`src/sv/tsvg_pkg.sv`:
```
// Package: types, constants and tables for the tube strip vertex generator.
package tsvg_pkg;
	localparam int COORD_W = 16;
	localparam int ACC_W   = 34;
	localparam int COORD_FRAC_BITS = 12;
	localparam logic signed [33:0] GAIN_Q30 = 34'sd652032874;
	localparam logic signed [33:0] ONE_Q30  = 34'sd1073741824;
	localparam logic signed [15:0] ONE_Q14  = 16'sd16384;

	typedef enum logic [1:0] {
		CFG_SEGMENTS   = 2'd0,
		CFG_AXIS_ORDER = 2'd1
	} cfg_idx_t;

	typedef enum logic [3:0] {
		ST_IDLE, ST_SQRT, ST_DIVX, ST_DIVR, ST_PHASE, ST_CORDIC,
		ST_GAIN, ST_MUL, ST_OUT, ST_BAD
	} state_t;

	// controller to datapath
	typedef struct packed {
		logic load;
		logic sqrt_start;
		logic divx_start;
		logic divr_start;
		logic phase_start;
		logic cordic_start;
		logic gain;
		logic mul;
		logic emit;
		logic emit_bad;
		logic next_col;
	} dp_cmd_t;

	// datapath to controller
	typedef struct packed {
		logic degenerate;
		logic busy;
		logic last_col;
	} dp_sts_t;

	function automatic logic [31:0] atan_turn(input logic [4:0] i);
		case (i)
			5'd0:  atan_turn = 32'd536870912;
			5'd1:  atan_turn = 32'd316933406;
			5'd2:  atan_turn = 32'd167458907;
			5'd3:  atan_turn = 32'd85004755;
			5'd4:  atan_turn = 32'd42667330;
			5'd5:  atan_turn = 32'd21354465;
			5'd6:  atan_turn = 32'd10679838;
			5'd7:  atan_turn = 32'd5340245;
			5'd8:  atan_turn = 32'd2670163;
			5'd9:  atan_turn = 32'd1335087;
			5'd10: atan_turn = 32'd667544;
			5'd11: atan_turn = 32'd333772;
			5'd12: atan_turn = 32'd166886;
			5'd13: atan_turn = 32'd83443;
			5'd14: atan_turn = 32'd41722;
			5'd15: atan_turn = 32'd20861;
			5'd16: atan_turn = 32'd10430;
			5'd17: atan_turn = 32'd5215;
			5'd18: atan_turn = 32'd2608;
			5'd19: atan_turn = 32'd1304;
			5'd20: atan_turn = 32'd652;
			5'd21: atan_turn = 32'd326;
			5'd22: atan_turn = 32'd163;
			5'd23: atan_turn = 32'd81;
			default: atan_turn = 32'd0;
		endcase
	endfunction
endpackage

```
`src/sv/tsvg_ctrl.sv`:
```
// Controller state machine sequencing the per-tube and per-column work.
module tsvg_ctrl import tsvg_pkg::*; (
	input  logic    clk,
	input  logic    arst_n,
	input  logic    in_valid,
	output logic    in_ready,
	output logic    out_valid,
	input  logic    out_ready,
	input  logic    seg_bad,
	input  dp_sts_t sts,
	output dp_cmd_t cmd
);
	state_t state_q, state_d;

	always_ff @(posedge clk or negedge arst_n) begin
		if (!arst_n) begin
			state_q <= ST_IDLE;
		end else begin
			state_q <= state_d;
		end
	end

	always_comb begin
		state_d   = state_q;
		cmd       = '0;
		in_ready  = 1'b0;
		out_valid = 1'b0;
		case (state_q)
			ST_IDLE: begin
				in_ready = 1'b1;
				if (in_valid) begin
					cmd.load = 1'b1;
					state_d  = ST_SQRT;
				end
			end
			ST_SQRT: begin
				if (seg_bad || sts.degenerate) begin
					state_d = ST_BAD;
				end else begin
					cmd.sqrt_start = 1'b1;
					state_d = ST_DIVX;
				end
			end
			ST_DIVX: begin
				if (!sts.busy) begin
					cmd.divx_start = 1'b1;
					state_d = ST_DIVR;
				end
			end
			ST_DIVR: begin
				if (!sts.busy) begin
					cmd.divr_start = 1'b1;
					state_d = ST_PHASE;
				end
			end
			ST_PHASE: begin
				if (!sts.busy) begin
					cmd.phase_start = 1'b1;
					state_d = ST_CORDIC;
				end
			end
			ST_CORDIC: begin
				if (!sts.busy) begin
					cmd.cordic_start = 1'b1;
					state_d = ST_GAIN;
				end
			end
			ST_GAIN: begin
				if (!sts.busy) begin
					cmd.gain = 1'b1;
					state_d = ST_MUL;
				end
			end
			ST_MUL: begin
				if (!sts.busy) begin
					cmd.mul = 1'b1;
					state_d = ST_OUT;
				end
			end
			ST_OUT: begin
				out_valid = 1'b1;
				cmd.emit  = 1'b1;
				if (out_ready) begin
					if (sts.last_col) begin
						state_d = ST_IDLE;
					end else begin
						cmd.next_col = 1'b1;
						state_d = ST_PHASE;
					end
				end
			end
			ST_BAD: begin
				out_valid    = 1'b1;
				cmd.emit_bad = 1'b1;
				if (out_ready) begin
					state_d = ST_IDLE;
				end
			end
			default: state_d = ST_IDLE;
		endcase
	end
endmodule

```
`config.mk`:
```
export PLATFORM = sky130hd
export DESIGN_NAME = tsvg_ctrl
export DESIGN_NICKNAME = d
export VERILOG_FILES = /design/src/sv/tsvg_pkg.sv /design/src/sv/tsvg_ctrl.sv
export SDC_FILE = /design/constraint.sdc
export NUM_CORES = 1
export LEC_CHECK = 0
export ABC_AREA = 1
export BUFFER_PORTS_ARGS = -buffer_cell sky130_fd_sc_hd__buf_2
export CAP_MARGIN = 20
export CORE_MARGIN = 3
export CORE_UTILIZATION = 30
export CTS_BUF_LIST = sky130_fd_sc_hd__clkbuf_8 sky130_fd_sc_hd__clkbuf_16
export DETAILED_ROUTE_END_ITERATION = 16
export MAX_ROUTING_LAYER = met4
export PLACE_DENSITY = 0.66
export SYNTH_ARGS = -nofsm -noshare
export SYNTH_HDL_FRONTEND = slang
export SYNTH_SLANG_ARGS = --single-unit
```
`constraint.sdc`:
```
create_clock -name clk -period 1.47 [get_ports clk]
set_clock_uncertainty 0.1 [all_clocks]
set_input_delay 0.147 -clock clk [delete_from_list [all_inputs] [get_ports clk]]
set_output_delay 0.147 -clock clk [all_outputs]
set_load 0.01 [all_outputs]
```
==> flow_summary.toml, run 1 <==
[outcome]
status = "finished, violations left"
violations = "setup timing"

[grt]
overflow = 0
grt_max_degree = 10
antenna_found_initial = 0
grt_pass1_vias = 453
grt_first_pass_wirelength_um = 1810
grtUsageTotal_pct = 12.9

[place]
dp_slack_ns = 0.128
dp.cells = 102
portBuffers = 20
place_congestion = 0.765
dp_hpwl_um = 798
dpl_cell_area_um2 = 509

[route]
wl_per_cell_um = 10.3
drt-vias-per-instance = 4.61
drt-initial-drc-count = 9
highest_layer = "met3"
routed_wl_um = 1190
wl_met1_um = 495
dr_wl_met2_um = 595
drtAntennaViolNets = 0
met3_length_um = 98
dr.pass1.iters = 4
vias = 535
drc = 0

[worst_setup_path]
worst_setup_path_end_kind = "primary output"
criticalPathCategory = "reg2out"
cp_slowest_cell = "dfrtp_2"
path_max_fanout = 3
cpPeakStageDelay_ns = 0.42
start_kind = "register"
crit_path_frequent_cell = "nand2_2"
crit_arrival_ns = 1.26
worstPathCellList = "inv_2 > nand2_2 > nor3_4 > nand2_2 > nor2_2 > buf_2"
critPathRequiredTime_ns = 1.22

[floorplan]
start_util_pct = 34.0
die-area_um2 = 1820
io_pins = 21
coreArea_um2 = 1190
row_count = 12
dieHeight_um = 42.6
dieWidth_um = 42.6

[sta]
setup_viol = 2
slew_headroom_pct = 83.2
timing.hold.ws_ns = 0.164
worst-slew-pin-transition_ns = 0.252
fin_crit_sh_pct = 103
hold_violations = 0
finalSetupTns_ns = -0.0537
fmax_ghz = 0.663
maxSlewViolCount = 0
worst_slack_ns = -0.0384
fin_crit_ns = 1.51
rsz0062_at_grt = "true"

[clocking]
path_clk_slew_ns = 0.03
insertion_delay_ns = 0.21
cts_tree = "yes"
cts.sinks = 4
cts_buffer_depth = 2
root_buffer = "clkbuf_8"
cts_buffers = 3
htreeDepth = 1

[yosys]
ys_warn_count = 0
syn-num-nets = 77
synthesis.area_um2 = 403
yosysSeqAreaShare_pct = 24.8
avgSynthCellArea_um2 = 5.84
synthTopCellsByArea = "dfrtp_1, nand2_1, nor2_1"
synth_cell_types = 15
synth_seq_cells = 4
yosys.area.top_type_share_pct = 24.8
post-synth-top-area-cell = "dfrtp_1"
syn_inst = 69

[final_layout]
largest_reg_flops = 4
antenna-diode-count = 0
final_area_um2 = 668
fill_cells = 115
area_growth_pct = 65.8
finalNonFillerCells = 116
final_net_count = 112
regMostFlops = "state_q"
fin_util_pct = 56.3
drive_gt1_share_pct = 52.0
top_regs = "state_q x4"

[flow_run]
drv_cap = 0

[pwr]
power.density_nw_per_um2 = 1680
p_total_mw = 1.12
ir_drop_mv = 0.982
power.leakage_nw = 0.411

[hold_path]
holdCritPathClass = "in2async"
## final timing paths
| kind | startpoint | endpoint | slack, ns | cells past startpoint |
|---|---|---|---|---|
| max | state_q[2]$_DFFE_PN0P_ | cmd[0] | -0.04 | 6 |
| min | arst_n | state_q[3]$_DFFE_PN0P_ | 0.16 | 2 |
| max reg2reg | state_q[2]$_DFFE_PN0P_ | state_q[1]$_DFFE_PN0P_ | 0.08 | 8 |
| min reg2reg | state_q[0]$_DFFE_PN0P_ | state_q[0]$_DFFE_PN0P_ | 0.56 | 2 |
| max in group asynchronous | arst_n | state_q[2]$_DFFE_PN0P_ | 0.98 | 2 |
| min in group clk | out_ready | state_q[3]$_DFFE_PN0P_ | 0.21 | 4 |
## cell families after synthesis
group / share of synthesized area, %
flip-flops: 24.8
AND/OR/NAND/NOR: 55.9
AO/OA/AOI/OAI: 6.21
buffers and inverters: 13.0
## timing repair
| action | 4_1_cts | 5_1_grt |
|---|---|---|
| pin swaps | 0 | 5 |
| gates resized for setup | 3 | 11 |
| cloned | 0 | 0 |
| hold buffers | 1 | 0 |
| setup buffers | 0 | 10 |
| setup endpoints to repair | 3 | 10 |
| hold endpoints to repair | 4 | 0 |
## routing by layer
layer / track usage (%) / vias to the layer above
met5: - / -
met3: 2.15 / 0
met1: 16.1 / 232
li1: - / 277
met2: 20.4 / 26
met4: 5.59 / 0
## power breakdown
| group | internal, mW | switching, mW | total (mW) |
|---|---|---|---|
| registers | 0.161 | 0.0817 | 0.243 |
| clock network | 0.174 | 0.0548 | 0.229 |
| logic | 0.273 | 0.377 | 0.649 |
| total | 0.608 | 0.513 | 1.12 |
## worst max-delay path: cells and delay by family, from the launching register on
family,cells,cell delay [ns]
DFF,1,0.42
buffers and inverters,2,0.19
and+or+nand+nor,4,0.44
## synthesized netlist by cell type, drive strengths merged
| master | number |
|---|---|
| nand2 | 23 |
| nor2 | 17 |
| inv | 11 |
| o21ai | 5 |
| dfrtp | 4 |
| nor3 | 3 |
| nand3 | 2 |
| nand4 | 2 |
| buf | 1 |
| nand3b | 1 |
## cell usage in the layout, fill, tap and decap left out, drive strengths merged
cell / n
dfrtp: 4
dlygate4sd3: 1
o21ai: 5
nor2: 17
nand4: 2
buf: 30
nor3: 3
inv: 11
nand3: 2
clkbuf: 3
nand2: 23
nand3b: 1
## area by class of cell
cell class | count | area (um^2) | area share [%]
Multi-Input combinational cell | 53 | 274 | 41.0
Timing Repair Buffer | 31 | 189 | 28.3
Sequential cell | 4 | 105 | 15.7
Inverter | 11 | 41.3 | 6.18
Tap cell | 14 | 17.5 | 2.62
Clock buffer | 3 | 41.3 | 6.18
Note: power is estimated with default switching activity, not from simulation.
==> inputs of run 2 (changes only) <==
==> config.mk (replaced) <==
export PLATFORM = sky130hd
export DESIGN_NAME = tsvg_ctrl
export DESIGN_NICKNAME = d
export VERILOG_FILES = /design/src/sv/tsvg_pkg.sv /design/src/sv/tsvg_ctrl.sv
export SDC_FILE = /design/constraint.sdc
export NUM_CORES = 1
export LEC_CHECK = 0
export BUFFER_PORTS_ARGS = -buffer_cell sky130_fd_sc_hd__buf_2
export CAP_MARGIN = 20
export CORE_AREA = 3 3 40 42
export CTS_BUF_LIST = sky130_fd_sc_hd__clkbuf_8 sky130_fd_sc_hd__clkbuf_16
export DETAILED_ROUTE_END_ITERATION = 16
export DIE_AREA = 0 0 43 45
export MAX_ROUTING_LAYER = met4
export PLACE_DENSITY = 0.64
export SYNTH_ARGS = -nofsm -noshare
export SYNTH_HDL_FRONTEND = slang
export SYNTH_SLANG_ARGS = --single-unit
==> flow_summary.toml, run 2 <==
[place]
place_congestion = 0.797
dp_slack_ns = -0.0496
portBuffers = 20
dp_hpwl_um = 858

[route]
drc = 0
drtAntennaViolNets = 0
dr_wl_met2_um = 709
routed_wl_um = 1270
wl_met1_um = 508
vias = 522
highest_layer = "met3"
dr.pass1.iters = 4
wl_per_cell_um = 12.0
drt-vias-per-instance = 4.92
drt-initial-drc-count = 5
met3_length_um = 53

[worst_setup_path]
crit_arrival_ns = 1.34
r2r-start = "state_q[0]$_DFFE_PN0P_"
worst_setup_path_end_kind = "primary output"
path_max_fanout = 4
startpoint = "state_q[2]$_DFFE_PN0P_"
criticalPathCategory = "reg2out"
start_kind = "register"
critPathRequiredTime_ns = 1.22

[grt]
antenna_found_initial = 0
grt_first_pass_wirelength_um = 2090
grt_max_degree = 14
grt_pass1_vias = 499
overflow = 0
grtUsageTotal_pct = 14.5

[pwr]
ir_drop_mv = 1.11
power.leakage_nw = 0.393
p_total_mw = 1.84
switchingPower_mw = 0.750
p_seq_share_pct = 12.3
p_clk_share_pct = 12.2
swShare_pct = 40.9
internal-power_mw = 1.09
combPwrFrac_pct = 75.5
power.density_nw_per_um2 = 2220

[clocking]
path_clk_slew_ns = 0.03
cts_buffers = 3
cts_buffer_depth = 2
cts.sinks = 4
htreeDepth = 1
cts_tree = "yes"
root_buffer = "clkbuf_8"
insertion_delay_ns = 0.21

[hold_path]
holdCritPathClass = "in2async"

[yosys]
synthesis.area_um2 = 379
synth_cell_types = 22
syn_inst = 52
synth_top_cells_by_count = "nor2_1, nand2b_1"
syn-num-nets = 60
synth_edf_count = 0
ys_warn_count = 0
synth.most_common_cell = "nor2_1"
post-synth-top-area-cell = "dfrtp_1"
yosysSeqAreaShare_pct = 26.4
yosys.area.top_type_share_pct = 26.4
avgSynthCellArea_um2 = 7.29
ys.flop_type = "dfrtp_1"
async_flop_share_pct = 100
synthTopCellsByArea = "dfrtp_1, nand2b_1, nor2_1"
synth_seq_cells = 4

[sta]
fin_crit_ns = 1.59
finalSetupTns_ns = -0.825
rsz0062_at_grt = "true"
worst_slack_ns = -0.121
setup_viol = 13
fmax_ghz = 0.628
fin_crit_sh_pct = 108
slew_headroom_pct = 79.0
hold_violations = 0
maxSlewViolCount = 0
worst-slew-pin-transition_ns = 0.311

[floorplan]
dieWidth_um = 43
start_util_pct = 29.5
coreArea_um2 = 1280
die-area_um2 = 1940
dieHeight_um = 45
row_count = 13
io_pins = 21

[final_layout]
antenna-diode-count = 0
fill_cells = 106
drive_gt1_share_pct = 67.0
final_common_cell = "buf_2"
regMostFlops = "state_q"
most-common-layout-cells = "buf_2, buf_6, buf_4, nor2_1, o21ai_0"
multi_input_area_um2 = 373
top_regs = "state_q x4"
final_net_count = 101
area_growth_pct = 118
final-seq-area_um2 = 101
largest_reg_flops = 4

[flow_run]
drv_cap = 0

[outcome]
status = "finished, violations left"
violations = "setup timing"
## run 2: cell count changes after synthesis, moves of 3 or more
cell      change
nor2_2        -4
nand2_2       -3
nor2_1        -4
nor4_1        +3
nand2_1      -18
nand2b_1      +6
clkbuf_1      +4
inv_1         -9
## run 2: metrics by stage
stage / cell area [um^2] / hold WS [ns] / std cells / utilization, %
4_1_cts: 697 / 0.159 / 99 / 54.2
2_1_floorplan: 385 / -0.249 / 52 / -
6_report: 827 / 0.166 / 106 / 64.4
5_1_grt: 827 / 0.183 / 106 / 64.4
3_3_place_gp: 572 / -0.145 / 94 / 44.5
3_5_place_dp: 572 / -0.147 / 94 / 44.5
## run 2: power groups by stage
stage / combinational (mW) / clock (mW) / sequential (mW)
5_1_grt: 1.50 / 0.242 / 0.238
3_3_place_gp: 0.884 / 0 / 0.206
2_1_floorplan: 0.514 / 0 / 0.217
3_5_place_dp: 0.892 / 0 / 0.206
6_report: 1.39 / 0.224 / 0.226
4_1_cts: 1.08 / 0.234 / 0.216
## run 2: critical path, cell delays in order, from the launching register on
cell      delay, ns
dfrtp_1        0.40
buf_6          0.14
nand2b_4       0.15
nor3_4         0.16
and3b_1        0.16
buf_2          0.12
## run 2: area by class of cell
| type | instances | share of cell area [%] |
|---|---|---|
| multi-input cells | 44 | 45.1 |
| flip-flops and latches | 4 | 12.3 |
| repair buffers | 40 | 35.4 |
| clock buffers | 3 | 4.99 |
| well taps | 15 | 2.27 |
## run 2: cell families (layout without fill, tap and decap cells)
family	after synthesis	after routing	synth area share [%]
AOI/OAI and AO/OA	12	12	21.8
buffers and inverters	4	43	3.96
DFF	4	4	26.4
muxes	1	1	2.97
and+or+nand+nor	31	31	44.9
## run 2: final timing paths
check | depth (start not counted) | slack, ns | endpoint
worst min register to register | 2 | 0.62 | state_q[1]$_DFFE_PN0P_
worst min-delay path | 2 | 0.17 | state_q[3]$_DFFE_PN0P_
worst max register to register | 4 | -0.09 | state_q[2]$_DFFE_PN0P_
min in group clk | 3 | 0.19 | state_q[1]$_DFFE_PN0P_
worst max-delay path | 5 | -0.12 | cmd[0]
max in group asynchronous | 2 | 0.97 | state_q[1]$_DFFE_PN0P_
## run 2: repair_timing
item	in CTS	in global routing
gates resized for setup	15	15
endpoints found under the setup margin	14	15
gates cloned	0	1
buffers inserted	1	6
pin swaps	4	8
hold endpoints to repair	4	0
hold buffers	1	0
## run 2: metal layers
layer  vias up  GRT usage [%]
li1        273              -
met1       240           17.1
met2         9           23.4
met3         0           2.39
met4         0           8.43
met5         -              -
